`src/rtl/core/ime_pkg.sv`:
```
package ime_pkg;

  // Request types of an input item.
  localparam logic [1:0] REQ_EVENT   = 2'd0;
  localparam logic [1:0] REQ_RESTART = 2'd1;
  localparam logic [1:0] REQ_FINISH  = 2'd2;

  // Recorded event kinds.
  localparam logic [2:0] KIND_MOVE_ABS    = 3'd0;
  localparam logic [2:0] KIND_MOVE_REL    = 3'd1;
  localparam logic [2:0] KIND_BTN_PRESS   = 3'd2;
  localparam logic [2:0] KIND_BTN_RELEASE = 3'd3;
  localparam logic [2:0] KIND_KEY_PRESS   = 3'd4;
  localparam logic [2:0] KIND_KEY_RELEASE = 3'd5;
  localparam logic [2:0] KIND_SCROLL      = 3'd6;
  localparam logic [2:0] KIND_UNKNOWN     = 3'd7;

  // Action codes of a result item.
  localparam logic [2:0] ACT_MOVE_ABS = 3'd0;
  localparam logic [2:0] ACT_MOVE_REL = 3'd1;
  localparam logic [2:0] ACT_BUTTON   = 3'd2;
  localparam logic [2:0] ACT_KEY      = 3'd3;
  localparam logic [2:0] ACT_SCROLL   = 3'd4;

  // Configuration register indexes.
  localparam logic [2:0] REG_SPEED = 3'd0;
  localparam logic [2:0] REG_REC_W = 3'd1;
  localparam logic [2:0] REG_REC_H = 3'd2;
  localparam logic [2:0] REG_TGT_W = 3'd3;
  localparam logic [2:0] REG_TGT_H = 3'd4;

  localparam logic [13:0] SPEED_DEFAULT = 14'd100;
  localparam int DIV_W  = 56;
  localparam int DVS_W  = 16;

  typedef enum logic [1:0] {
    OP_EVENT   = 2'd0,
    OP_RESTART = 2'd1,
    OP_FINISH  = 2'd2,
    OP_NONE    = 2'd3
  } op_t;

  typedef struct packed {
    logic [1:0]         req_type;
    logic [2:0]         event_kind;
    logic [31:0]        gap_us;
    logic [15:0]        input_code;
    logic signed [31:0] pos_x;
    logic signed [31:0] pos_y;
  } in_item_t;

  typedef struct packed {
    logic [2:0]         action;
    logic [15:0]        out_code;
    logic               is_press;
    logic signed [31:0] out_x;
    logic signed [31:0] out_y;
    logic [47:0]        due_us;
    logic               last;
  } out_item_t;

  // Classified item passed from the front to the back.
  typedef struct packed {
    op_t                op;
    logic [2:0]         action;
    logic               emit;
    logic               track;
    logic               sel_btn;
    logic               press;
    logic               is_abs;
    logic [15:0]        code;
    logic [31:0]        delay;
    logic signed [31:0] x;
    logic signed [31:0] y;
  } q_item_t;

  typedef struct packed {
    logic [13:0] speed;
    logic [15:0] rec_w;
    logic [15:0] rec_h;
    logic [15:0] tgt_w;
    logic [15:0] tgt_h;
  } cfg_t;

endpackage

```
`src/rtl/core/ime_queue.sv`:
```
module ime_queue
  import ime_pkg::*;
(
  input  logic    clk,
  input  logic    rst_n,
  input  logic    push,
  input  q_item_t push_data,
  input  logic    pop,
  output q_item_t head,
  output logic    empty,
  output logic    full
);

  q_item_t    ent_r [2];
  logic       wr_ptr_r;
  logic       rd_ptr_r;
  logic [1:0] cnt_r;

  assign empty = (cnt_r == 2'd0);
  assign full  = (cnt_r == 2'd2);
  assign head  = ent_r[rd_ptr_r];

  // Entry storage.
  always_ff @(posedge clk) begin
    if (push) begin
      ent_r[wr_ptr_r] <= push_data;
    end
  end

  // Pointers and fill level.
  always_ff @(posedge clk) begin
    if (!rst_n) begin
      wr_ptr_r <= 1'b0;
      rd_ptr_r <= 1'b0;
      cnt_r    <= 2'd0;
    end else begin
      if (push) begin
        wr_ptr_r <= ~wr_ptr_r;
      end
      if (pop) begin
        rd_ptr_r <= ~rd_ptr_r;
      end
      if (push && !pop) begin
        cnt_r <= cnt_r + 2'd1;
      end else if (pop && !push) begin
        cnt_r <= cnt_r - 2'd1;
      end
    end
  end

endmodule

```
`src/rtl/core/ime_front.sv`:
```
module ime_front
  import ime_pkg::*;
(
  input  in_item_t in_data,
  input  logic     start,
  input  logic     q_full,
  output logic     busy,
  output logic     push,
  output q_item_t  push_data
);

  assign busy = q_full;
  assign push = start && !q_full;

  // Classify the item into an operation and its emit and tracking flags.
  always_comb begin
    push_data         = '0;
    push_data.delay   = in_data.gap_us;
    push_data.code    = in_data.input_code;
    push_data.x       = in_data.pos_x;
    push_data.y       = in_data.pos_y;
    case (in_data.req_type)
      REQ_EVENT:   push_data.op = OP_EVENT;
      REQ_RESTART: push_data.op = OP_RESTART;
      REQ_FINISH:  push_data.op = OP_FINISH;
      default:     push_data.op = OP_NONE;
    endcase
    case (in_data.event_kind)
      KIND_MOVE_ABS: begin
        push_data.action = ACT_MOVE_ABS;
        push_data.emit   = 1'b1;
        push_data.is_abs = 1'b1;
      end
      KIND_MOVE_REL: begin
        push_data.action = ACT_MOVE_REL;
        push_data.emit   = (in_data.pos_x != 32'sd0) || (in_data.pos_y != 32'sd0);
      end
      KIND_BTN_PRESS, KIND_BTN_RELEASE: begin
        push_data.action  = ACT_BUTTON;
        push_data.emit    = 1'b1;
        push_data.track   = 1'b1;
        push_data.sel_btn = 1'b1;
        push_data.press   = (in_data.event_kind == KIND_BTN_PRESS);
      end
      KIND_KEY_PRESS, KIND_KEY_RELEASE: begin
        push_data.action = ACT_KEY;
        push_data.emit   = 1'b1;
        push_data.track  = 1'b1;
        push_data.press  = (in_data.event_kind == KIND_KEY_PRESS);
      end
      KIND_SCROLL: begin
        push_data.action = ACT_SCROLL;
        push_data.emit   = 1'b1;
      end
      default: begin
        push_data.emit = 1'b0;
      end
    endcase
  end

endmodule

```
`src/rtl/core/ime_div.sv`:
```
module ime_div
  import ime_pkg::*;
(
  input  logic             clk,
  input  logic             rst_n,
  input  logic             start,
  input  logic [DIV_W-1:0] dividend,
  input  logic [DVS_W-1:0] divisor,
  output logic             done,
  output logic [DIV_W-1:0] quotient
);

  localparam int CW = $clog2(DIV_W);

  logic             run_r;
  logic [CW-1:0]    cnt_r;
  logic [DVS_W-1:0] dvs_r;
  logic [DVS_W-1:0] rem_r;
  logic [DIV_W-1:0] quo_r;
  logic             done_r;
  logic [DVS_W:0]   trial;
  logic             fits;

  // One quotient bit per cycle, restoring.
  assign trial    = {rem_r, quo_r[DIV_W-1]};
  assign fits     = (trial >= {1'b0, dvs_r});
  assign done     = done_r;
  assign quotient = quo_r;

  always_ff @(posedge clk) begin
    if (start) begin
      dvs_r <= divisor;
      rem_r <= '0;
      quo_r <= dividend;
    end else if (run_r) begin
      rem_r <= fits ? DVS_W'(trial - {1'b0, dvs_r}) : trial[DVS_W-1:0];
      quo_r <= {quo_r[DIV_W-2:0], fits};
    end
  end

  always_ff @(posedge clk) begin
    if (!rst_n) begin
      run_r  <= 1'b0;
      cnt_r  <= '0;
      done_r <= 1'b0;
    end else begin
      done_r <= 1'b0;
      if (start) begin
        run_r <= 1'b1;
        cnt_r <= CW'(DIV_W - 1);
      end else if (run_r) begin
        if (cnt_r == '0) begin
          run_r  <= 1'b0;
          done_r <= 1'b1;
        end else begin
          cnt_r <= cnt_r - 1'b1;
        end
      end
    end
  end

endmodule

```
`src/rtl/core/ime_back.sv`:
```
module ime_back
  import ime_pkg::*;
#(
  parameter int HELD_CAP = 32
) (
  input  logic      clk,
  input  logic      rst_n,
  input  cfg_t      cfg,
  input  logic      q_empty,
  input  q_item_t   q_head,
  output logic      pop,
  output logic      out_valid,
  output out_item_t out_data
);

  localparam int IW = (HELD_CAP > 1) ? $clog2(HELD_CAP) : 1;
  localparam int CW = $clog2(HELD_CAP + 1);

  typedef enum logic [12:0] {
    ST_IDLE   = 13'b0000000000001,
    ST_TIME   = 13'b0000000000010,
    ST_TDIV   = 13'b0000000000100,
    ST_MUL    = 13'b0000000001000,
    ST_SSTART = 13'b0000000010000,
    ST_SDIV   = 13'b0000000100000,
    ST_EMIT   = 13'b0000001000000,
    ST_RD     = 13'b0000010000000,
    ST_CMP    = 13'b0000100000000,
    ST_MVWR   = 13'b0001000000000,
    ST_FRD    = 13'b0010000000000,
    ST_FOUT   = 13'b0100000000000,
    ST_TSTART = 13'b1000000000000
  } state_t;

  state_t             state_r, state_nxt;
  q_item_t            item_r, item_nxt;
  logic [47:0]        vt_r, vt_nxt;
  logic [47:0]        due_r, due_nxt;
  logic signed [31:0] x_r, x_nxt;
  logic signed [31:0] y_r, y_nxt;
  logic               axis_r, axis_nxt;
  logic signed [48:0] prod_r, prod_nxt;
  logic [CW-1:0]      kcnt_r, kcnt_nxt;
  logic [CW-1:0]      bcnt_r, bcnt_nxt;
  logic [CW-1:0]      idx_r, idx_nxt;
  logic               sel_r, sel_nxt;
  logic               ov_r, ov_nxt;
  out_item_t          out_r, out_nxt;

  logic [15:0]        key_mem [HELD_CAP];
  logic [15:0]        btn_mem [HELD_CAP];
  logic [15:0]        key_q, btn_q, rdata;
  logic               rd_en, wr_en;
  logic [IW-1:0]      rd_addr, wr_addr;
  logic [15:0]        wr_data;

  logic               div_start, div_done;
  logic [DIV_W-1:0]   div_dividend, div_quo;
  logic [DVS_W-1:0]   div_divisor;

  logic [48:0]        vt_sum;
  logic [54:0]        vt_x100;
  logic [15:0]        speed_eff;
  logic               scale_on;
  logic [CW-1:0]      cur_cnt;
  logic [48:0]        prod_mag;
  logic [31:0]        sq;
  logic signed [48:0] mul_a, mul_b;

  ime_div u_div (
    .clk      (clk),
    .rst_n    (rst_n),
    .start    (div_start),
    .dividend (div_dividend),
    .divisor  (div_divisor),
    .done     (div_done),
    .quotient (div_quo)
  );

  assign out_valid = ov_r;
  assign out_data  = out_r;

  // Held-code stores, one write and one registered read per cycle.
  always_ff @(posedge clk) begin
    if (wr_en && !sel_r) begin
      key_mem[wr_addr] <= wr_data;
    end
    if (wr_en && sel_r) begin
      btn_mem[wr_addr] <= wr_data;
    end
    if (rd_en) begin
      key_q <= key_mem[rd_addr];
      btn_q <= btn_mem[rd_addr];
    end
  end

  // Time, scaling and datapath helpers.
  always_comb begin
    vt_sum    = {1'b0, vt_r} + {17'd0, item_r.delay};
    vt_x100   = ({7'd0, vt_r} << 6) + ({7'd0, vt_r} << 5) + ({7'd0, vt_r} << 2);
    speed_eff = {2'd0, (cfg.speed == 14'd0) ? SPEED_DEFAULT : cfg.speed};
    scale_on  = (cfg.tgt_w != 16'd0) && (cfg.tgt_h != 16'd0) &&
                (cfg.rec_w != 16'd0) && (cfg.rec_h != 16'd0) &&
                ((cfg.tgt_w != cfg.rec_w) || (cfg.tgt_h != cfg.rec_h));
    cur_cnt   = sel_r ? bcnt_r : kcnt_r;
    rdata     = sel_r ? btn_q : key_q;
    prod_mag  = prod_r[48] ? 49'(-prod_r) : 49'(prod_r);
    sq        = prod_r[48] ? 32'(-div_quo[31:0]) : div_quo[31:0];
    mul_a     = axis_r ? 49'(y_r) : 49'(x_r);
    mul_b     = {33'd0, axis_r ? cfg.tgt_h : cfg.tgt_w};
  end

  // Sequencer.
  always_comb begin
    state_nxt    = state_r;
    item_nxt     = item_r;
    vt_nxt       = vt_r;
    due_nxt      = due_r;
    x_nxt        = x_r;
    y_nxt        = y_r;
    axis_nxt     = axis_r;
    prod_nxt     = prod_r;
    kcnt_nxt     = kcnt_r;
    bcnt_nxt     = bcnt_r;
    idx_nxt      = idx_r;
    sel_nxt      = sel_r;
    ov_nxt       = 1'b0;
    out_nxt      = out_r;
    pop          = 1'b0;
    rd_en        = 1'b0;
    rd_addr      = idx_r[IW-1:0];
    wr_en        = 1'b0;
    wr_addr      = idx_r[IW-1:0];
    wr_data      = item_r.code;
    div_start    = 1'b0;
    div_dividend = {1'b0, vt_x100};
    div_divisor  = speed_eff;
    case (state_r)
      ST_IDLE: begin
        if (!q_empty) begin
          pop      = 1'b1;
          item_nxt = q_head;
          sel_nxt  = q_head.sel_btn;
          case (q_head.op)
            OP_EVENT: begin
              state_nxt = ST_TIME;
            end
            OP_RESTART: begin
              vt_nxt = '0;
            end
            OP_FINISH: begin
              if (kcnt_r != '0) begin
                sel_nxt   = 1'b0;
                idx_nxt   = kcnt_r - 1'b1;
                state_nxt = ST_FRD;
              end else if (bcnt_r != '0) begin
                sel_nxt   = 1'b1;
                idx_nxt   = bcnt_r - 1'b1;
                state_nxt = ST_FRD;
              end
            end
            default: begin
              state_nxt = ST_IDLE;
            end
          endcase
        end
      end
      ST_TIME: begin
        // Saturating accumulate of the recorded delay.
        vt_nxt    = vt_sum[48] ? '1 : vt_sum[47:0];
        state_nxt = ST_TSTART;
      end
      ST_TSTART: begin
        // Due time is the updated virtual time times 100 over the speed.
        div_start = 1'b1;
        state_nxt = ST_TDIV;
      end
      ST_TDIV: begin
        if (div_done) begin
          due_nxt = (div_quo[DIV_W-1:48] != '0) ? '1 : div_quo[47:0];
          x_nxt   = item_r.x;
          y_nxt   = item_r.y;
          if (!item_r.emit) begin
            state_nxt = ST_IDLE;
          end else if (item_r.is_abs && scale_on) begin
            axis_nxt  = 1'b0;
            state_nxt = ST_MUL;
          end else begin
            state_nxt = ST_EMIT;
          end
        end
      end
      ST_MUL: begin
        prod_nxt  = 49'(mul_a * mul_b);
        state_nxt = ST_SSTART;
      end
      ST_SSTART: begin
        div_start    = 1'b1;
        div_dividend = {7'd0, prod_mag};
        div_divisor  = axis_r ? cfg.rec_h : cfg.rec_w;
        state_nxt    = ST_SDIV;
      end
      ST_SDIV: begin
        if (div_done) begin
          if (!axis_r) begin
            x_nxt     = sq;
            axis_nxt  = 1'b1;
            state_nxt = ST_MUL;
          end else begin
            y_nxt     = sq;
            state_nxt = ST_EMIT;
          end
        end
      end
      ST_EMIT: begin
        ov_nxt           = 1'b1;
        out_nxt.action   = item_r.action;
        out_nxt.out_code = item_r.track ? item_r.code : 16'd0;
        out_nxt.is_press = item_r.track && item_r.press;
        out_nxt.out_x    = item_r.track ? 32'sd0 : x_r;
        out_nxt.out_y    = item_r.track ? 32'sd0 : y_r;
        out_nxt.due_us   = due_r;
        out_nxt.last     = 1'b1;
        idx_nxt          = '0;
        state_nxt        = item_r.track ? ST_RD : ST_IDLE;
      end
      ST_RD: begin
        if (idx_r == cur_cnt) begin
          // Code not held: a press appends it when there is room.
          if (item_r.press && (cur_cnt < CW'(HELD_CAP))) begin
            wr_en   = 1'b1;
            wr_addr = cur_cnt[IW-1:0];
            if (sel_r) begin
              bcnt_nxt = bcnt_r + 1'b1;
            end else begin
              kcnt_nxt = kcnt_r + 1'b1;
            end
          end
          state_nxt = ST_IDLE;
        end else begin
          rd_en     = 1'b1;
          state_nxt = ST_CMP;
        end
      end
      ST_CMP: begin
        if (rdata == item_r.code) begin
          if (item_r.press) begin
            state_nxt = ST_IDLE;
          end else begin
            // Fetch the last entry to move into the freed slot.
            rd_en     = 1'b1;
            rd_addr   = IW'(cur_cnt - 1'b1);
            state_nxt = ST_MVWR;
          end
        end else begin
          idx_nxt   = idx_r + 1'b1;
          state_nxt = ST_RD;
        end
      end
      ST_MVWR: begin
        wr_en   = 1'b1;
        wr_data = rdata;
        if (sel_r) begin
          bcnt_nxt = bcnt_r - 1'b1;
        end else begin
          kcnt_nxt = kcnt_r - 1'b1;
        end
        state_nxt = ST_IDLE;
      end
      ST_FRD: begin
        rd_en     = 1'b1;
        state_nxt = ST_FOUT;
      end
      ST_FOUT: begin
        ov_nxt           = 1'b1;
        out_nxt.action   = sel_r ? ACT_BUTTON : ACT_KEY;
        out_nxt.out_code = rdata;
        out_nxt.is_press = 1'b0;
        out_nxt.out_x    = 32'sd0;
        out_nxt.out_y    = 32'sd0;
        out_nxt.due_us   = '0;
        out_nxt.last     = (idx_r == '0) && (sel_r || (bcnt_r == '0));
        if (idx_r != '0) begin
          idx_nxt   = idx_r - 1'b1;
          state_nxt = ST_FRD;
        end else if (!sel_r && (bcnt_r != '0)) begin
          sel_nxt   = 1'b1;
          idx_nxt   = bcnt_r - 1'b1;
          state_nxt = ST_FRD;
        end else begin
          kcnt_nxt  = '0;
          bcnt_nxt  = '0;
          state_nxt = ST_IDLE;
        end
      end
      default: begin
        state_nxt = ST_IDLE;
      end
    endcase
  end

  // Datapath registers without reset.
  always_ff @(posedge clk) begin
    item_r <= item_nxt;
    due_r  <= due_nxt;
    x_r    <= x_nxt;
    y_r    <= y_nxt;
    prod_r <= prod_nxt;
    out_r  <= out_nxt;
  end

  // Control registers.
  always_ff @(posedge clk) begin
    if (!rst_n) begin
      state_r <= ST_IDLE;
      vt_r    <= '0;
      axis_r  <= 1'b0;
      kcnt_r  <= '0;
      bcnt_r  <= '0;
      idx_r   <= '0;
      sel_r   <= 1'b0;
      ov_r    <= 1'b0;
    end else begin
      state_r <= state_nxt;
      vt_r    <= vt_nxt;
      axis_r  <= axis_nxt;
      kcnt_r  <= kcnt_nxt;
      bcnt_r  <= bcnt_nxt;
      idx_r   <= idx_nxt;
      sel_r   <= sel_nxt;
      ov_r    <= ov_nxt;
    end
  end

endmodule

```
`src/rtl/core/input_macro_replay_engine_core.sv`:
```
// A timed event shows its result after the queue, the time accumulate, a divide by the speed
// and the output register; a rescaled absolute move adds a multiply and a divide per axis. A
// finish item shows one release per held key, then one per held button. The receiver cannot
// stall, so results never wait. The back end takes one item at a time and, after a key or
// button result, searches the held set; a two-entry queue takes new items meanwhile. rst_n is
// synchronous: control and configuration registers reset and both held sets empty.
module input_macro_replay_engine_core
  import ime_pkg::*;
#(
  parameter int HELD_CAP = 32
) (
  input  logic        clk,
  input  logic        rst_n,
  input  logic        start,
  output logic        busy,
  input  in_item_t    in_data,
  output logic        out_valid,
  output out_item_t   out_data,
  input  logic        psel,
  input  logic        penable,
  input  logic        pwrite,
  input  logic [4:0]  paddr,
  input  logic [31:0] pwdata,
  output logic [31:0] prdata,
  output logic        pready
);

  cfg_t    cfg_r;
  logic    q_full, q_empty, push, pop;
  q_item_t push_data, q_head;
  logic    cfg_wr;

  assign pready = 1'b1;
  assign cfg_wr = psel && penable && pwrite;

  // Configuration registers.
  always_ff @(posedge clk) begin
    if (!rst_n) begin
      cfg_r.speed <= SPEED_DEFAULT;
      cfg_r.rec_w <= '0;
      cfg_r.rec_h <= '0;
      cfg_r.tgt_w <= '0;
      cfg_r.tgt_h <= '0;
    end else if (cfg_wr) begin
      case (paddr[4:2])
        REG_SPEED: cfg_r.speed <= pwdata[13:0];
        REG_REC_W: cfg_r.rec_w <= pwdata[15:0];
        REG_REC_H: cfg_r.rec_h <= pwdata[15:0];
        REG_TGT_W: cfg_r.tgt_w <= pwdata[15:0];
        REG_TGT_H: cfg_r.tgt_h <= pwdata[15:0];
        default: begin
        end
      endcase
    end
  end

  // Register read-back.
  always_comb begin
    case (paddr[4:2])
      REG_SPEED: prdata = {18'd0, cfg_r.speed};
      REG_REC_W: prdata = {16'd0, cfg_r.rec_w};
      REG_REC_H: prdata = {16'd0, cfg_r.rec_h};
      REG_TGT_W: prdata = {16'd0, cfg_r.tgt_w};
      REG_TGT_H: prdata = {16'd0, cfg_r.tgt_h};
      default:   prdata = '0;
    endcase
  end

  ime_front u_front (
    .in_data   (in_data),
    .start     (start),
    .q_full    (q_full),
    .busy      (busy),
    .push      (push),
    .push_data (push_data)
  );

  ime_queue u_queue (
    .clk       (clk),
    .rst_n     (rst_n),
    .push      (push),
    .push_data (push_data),
    .pop       (pop),
    .head      (q_head),
    .empty     (q_empty),
    .full      (q_full)
  );

  ime_back #(
    .HELD_CAP (HELD_CAP)
  ) u_back (
    .clk       (clk),
    .rst_n     (rst_n),
    .cfg       (cfg_r),
    .q_empty   (q_empty),
    .q_head    (q_head),
    .pop       (pop),
    .out_valid (out_valid),
    .out_data  (out_data)
  );

endmodule

```
`config.mk`:
```
export PLATFORM = sky130hd
export DESIGN_NAME = input_macro_replay_engine_core
export DESIGN_NICKNAME = d
export VERILOG_FILES = /design/src/rtl/core/ime_pkg.sv /design/src/rtl/core/ime_queue.sv /design/src/rtl/core/ime_front.sv /design/src/rtl/core/ime_div.sv /design/src/rtl/core/ime_back.sv /design/src/rtl/core/input_macro_replay_engine_core.sv
export SDC_FILE = /design/constraint.sdc
export NUM_CORES = 2
export LEC_CHECK = 0
export ABC_AREA = 1
export BUFFER_PORTS_ARGS = -buffer_cell sky130_fd_sc_hd__buf_2
export CORE_MARGIN = 3
export CORE_UTILIZATION = 35
export CTS_CLUSTER_SIZE = 28
export DETAILED_ROUTE_END_ITERATION = 16
export HOLD_SLACK_MARGIN = 0.02
export PLACE_DENSITY_LB_ADDON = 0.3
export SYNTH_ARGS = -nofsm -noshare
export SYNTH_HDL_FRONTEND = slang
export SYNTH_SLANG_ARGS = --single-unit
export TNS_END_PERCENT = 30
```
`constraint.sdc`:
```
create_clock -name clk -period 10.3 [get_ports clk]
set_input_delay 0.515 -clock clk [delete_from_list [all_inputs] [get_ports clk]]
set_output_delay 0.515 -clock clk [all_outputs]
set_load 0.005 [all_outputs]
```
==> flow_results.org <==
** Clock network
- The tree is rooted in a sky130_fd_sc_hd__clkbuf_16.
- After clock tree synthesis, the setup repair step added 0 buffers.
- The longest clock path from root to sink contains 4 buffers.
- Clock buffers created by TritonCTS :: 215
- The clock net in this run drives a total of 1974 sinks.
- Clock-pin slew was measured on the worst setup and hold paths at 0.06 ns.
- Level count of the clock H-tree :: 4
- CTS tree :: built
- Clock latency at the later pin of the worst-skew pair :: 0.91 ns

** Timing
- Final period util :: 79.4%
- Setup violations remaining at the end of the flow were counted as 0.
- At the pin with the least slew margin, the transition time is 1.25 ns.
- Maximum clock frequency :: 122 MHz
- Adding up every negative setup slack in the final design gives 0 ns.
- Shortest period the worst path allows :: 8.18 ns
- Worst setup skew after layout :: 0.0857 ns
- The count of pins over their slew limit came to 0.
- Across all setup checks in the final design, the least slack found is 2.12 ns.
- Unrepaired setup endpoints after global routing :: no
- The number of hold-slack violations in the final timing report is 0.
- Rel. slew slack :: 16.5%

** Setup path
- The endpoint identified for the worst register-to-register timing path is u_back.prod_r[48].
- Data required, critical path :: 10.93 ns
- Kind of launch point of the worst setup path :: flip-flop
- Setup slack on the worst reg-to-reg path comes out at 2.12 ns.
- The setup path with the least slack is of type reg -> reg.
- Counting cells, the worst reg-to-reg path comes to 23.
- Critical path fanouts, max :: 74
- The most critical setup path has its startpoint at u_back.axis_r.
- Worst path arrival time :: 8.81 ns
- CP Capture Point :: u_back.prod_r[48]
- Critical path endpoint category :: flip-flop
- Worst reg2reg path startpoint :: u_back.axis_r

** Route
- After detailed routing, the number of remaining DRC violations is 0.
- Avg Vias per Cell :: 5.06
- Vias after detailed routing :: 81.1k
- The first TritonRoute pass finished after 6 iterations.
- Detailed Route WL :: 341000 um
- Mean routed wirelength per cell :: 21.3 um
- Number of DRC violations after detailed-routing iteration 0 :: 7663
- Antenna-violating nets left :: 0

** Global routing
- Number of global-route vias before repair :: 78.5k
- The initial antenna violation count is 21.
- Global-route total usage across every layer :: 20.7%
- Largest net degree at the start of global routing :: 195
- Global-route wire length before repair :: 508000 um
- Remaining global-route overflow :: 0

** Layout
- With fillers left out, the area of the finished cells amounts to 0.125 mm2.
- The post-route netlist has 8.46% of its cells at a drive strength greater than 1.
- Area added between synthesis and finish :: 13.3%
- Net count of the finished layout :: 12.7k

** Die
- Number of cell rows :: 205
- The die covers 0.322 mm2.
- The core region is 0.313 mm2.
- Overall die width :: 567 um
- The initial utilization of the core area, before any placement, comes to 35.2%.
- Die Y :: 567 um
- Pin placement for this block handled 328 I/O pins.

** Run
- Across the run, the number of max-cap violations was 0.

** Synth
- In this run the mean area of a mapped cell was 9.68 um2.
- In this run the cell area of the synthesized design comes to 0.110 mm2.
- For this run, asynchronously set or reset flops after synthesis account for 0%.
- Count of different cell masters after synthesis :: 60
- Synthesis produced a netlist whose cell count is 11.4k.
- In the synthesized netlist, the cells that appear most often are sky130_fd_sc_hd__nand2_1 (2718), sky130_fd_sc_hd__edfxtp_1 (1785), sky130_fd_sc_hd__inv_1 (1504).
- Yosys warnings :: 0
- Post-synthesis sequential area ratio :: 52.1%
- Ys flop type :: sky130_fd_sc_hd__edfxtp_1
- Number of flip-flops and latches in the synthesized netlist :: 1974
- Synth top area share :: 48.6%
- Dominant cell type by area after synthesis :: sky130_fd_sc_hd__edfxtp_1
- Synth area leaders :: sky130_fd_sc_hd__edfxtp_1 (49%), sky130_fd_sc_hd__fa_1 (9.7%), sky130_fd_sc_hd__nand2_1 (9.3%)
- Post-synth EDFFs :: 1785
- sky130_fd_sc_hd__nand2_1 is the most common cell in the netlist.

** Placed design
- Area of placed instances :: 0.117 mm2
- Prior to clock tree synthesis, the placed netlist has a worst setup slack of 2.14 ns.
- Count of input and output buffers :: 292
- Routability-driven placement finished with a final weighted congestion of 0.947.
- Once detailed placement completed, the half-perimeter wirelength came to 231000 um.

** Pwr
- Fraction of power consumed by combinational cells :: 21.5%
- The clock network is responsible for 33.8% of the overall power.
- Worst voltage drop across the vdd grid :: 0.191 mV
- Register share of total power :: 44.7%
- For this design the total switching power over the nets is 7.10 mW.
- The analysis attributes to cell leakage a power of 51.3 nW.
- Internal power comes to 15.4 mW.
- Cell area power density :: 180 mW/mm2
- Of the total power, the share spent switching nets is 31.5%.

** Worst hold path
- The min-delay analysis places its worst path in the category in -> reg.

** Status
- The flow ran to the end, and the final reports show no timing, DRC or antenna violations.
[cells by family (layout without fill, tap and decap cells)]
logic type	count (synthesis)	in the layout	synth area share, %
other	2	22	0.00682
AOI/OAI and AO/OA	1141	1141	5.66
adders and majority gates	780	780	12.5
buffers and inverters	2046	2548	7.30
muxes	122	122	1.24
and+or+nand+nor	5152	5152	19.9
DFF	1974	1974	52.1
xor gates and xnor gates	162	162	1.29
[worst max-delay path, cell delays in order, from the launching register on]
cell                      delay [ns]
sky130_fd_sc_hd__dfxtp_4        0.79
sky130_fd_sc_hd__buf_12         0.36
sky130_fd_sc_hd__nand2_1        0.09
sky130_fd_sc_hd__o21ai_1        0.44
sky130_fd_sc_hd__inv_1          0.33
sky130_fd_sc_hd__nand2_1        0.21
sky130_fd_sc_hd__fa_1           0.57
sky130_fd_sc_hd__fa_1           0.52
sky130_fd_sc_hd__inv_1          0.31
sky130_fd_sc_hd__fa_1           0.53
sky130_fd_sc_hd__fa_1           0.52
sky130_fd_sc_hd__fa_1           0.52
sky130_fd_sc_hd__inv_1          0.06
sky130_fd_sc_hd__fa_1           0.48
sky130_fd_sc_hd__inv_1          0.05
sky130_fd_sc_hd__ha_1           0.39
sky130_fd_sc_hd__nand2_1        0.11
sky130_fd_sc_hd__nor2_1         0.14
sky130_fd_sc_hd__inv_1          0.08
sky130_fd_sc_hd__nor4_1         0.52
sky130_fd_sc_hd__o21ai_0        0.31
sky130_fd_sc_hd__nand4_1        0.24
sky130_fd_sc_hd__a31oi_1        0.12
sky130_fd_sc_hd__xor2_1         0.15
[cell usage in the layout, fill, tap and decap left out, drive strengths merged, types with 278 or more instances in the layout]
master / n
clkbuf: 278
inv: 1526
nor2: 879
buf: 489
nand2: 2726
fa: 536
a21oi: 400
o21ai: 519
nand3: 1165
edfxtp: 1785
[stage by stage]
stage	hold slack (ns)	power, mW	util (%)	std cells
2_1_floorplan	0.426	13.2	-	11400
3_3_place_gp	0.436	15.0	37.3	15500
3_5_place_dp	0.445	15.0	37.3	15500
4_1_cts	0.201	22.6	39.9	16000
5_1_grt	0.270	23.4	39.9	16000
6_report	0.273	22.5	39.9	16000
[power groups by stage]
stage / Combinational (mW) / Sequential [mW] / Clock (mW)
5_1_grt: 5.26 / 10.1 / 8.07
4_1_cts: 4.83 / 10.1 / 7.75
6_report: 4.84 / 10.1 / 7.61
3_3_place_gp: 4.74 / 10.2 / 0
3_5_place_dp: 4.77 / 10.2 / 0
2_1_floorplan: 2.92 / 10.2 / 0
[state kept, by name, indices dropped and copies added (netlist names), 13 cells and up, named ones only]
name and count:
cfg_r 78, u_queue.ent_r 244, u_back.vt_r 48, u_back.btn_q 16, u_back.out_data 133, u_back.x_r 32, u_back.y_r 32, u_back.key_q 16
u_back.key_mem 512, u_back.state_r 13, u_back.u_div.rem_r 16, u_back.u_div.dvs_r 16, u_back.u_div.quotient 56, u_back.item_r 119, u_back.btn_mem 512, u_back.prod_r 49
u_back.due_r 48
[worst min path at each step]
stage	startpoint	endpoint	slack, ns	cells after the start
floorplan	u_queue.rd_ptr_r	flip-flop	0.43	1
global route	rst_n	cfg_r[35]	0.27	4
finish	rst_n	cfg_r[47]	0.27	4
global placement	u_queue.rd_ptr_r	u_queue.rd_ptr_r	0.44	1
CTS	rst_n	cfg_r[65]	0.20	4
detailed placement	u_queue.rd_ptr_r	u_queue.rd_ptr_r	0.45	1
[routing by layer]
| layer | track usage (%) | vias up | routed length (um) |
|---|---|---|---|
| met5 | 0 | - | 0 |
| met3 | 2.93 | 537 | 22800 |
| met1 | 27.6 | 39600 | 144000 |
| li1 | - | 38300 | - |
| met4 | 8.55 | 0 | 15300 |
| met2 | 33.9 | 2738 | 160000 |
[cell type report]
type	count	area, um2
Timing Repair Buffer	623	4420
Antenna cell	5	12.5
Tap cell	4140	5180
Inverter	1526	5740
Clock inverter	121	1140
Fill cell	30700	188000
Clock buffer	278	5730
Multi-Input combinational cell	7374	45200
Sequential cell	1974	57400
[repair_timing]
item	4_1_cts	5_1_grt
resized for setup	0	0
hold endpoints to repair	303	0
hold buffers	134	0
No activity file was read; power rests on OpenSTA's default activity.
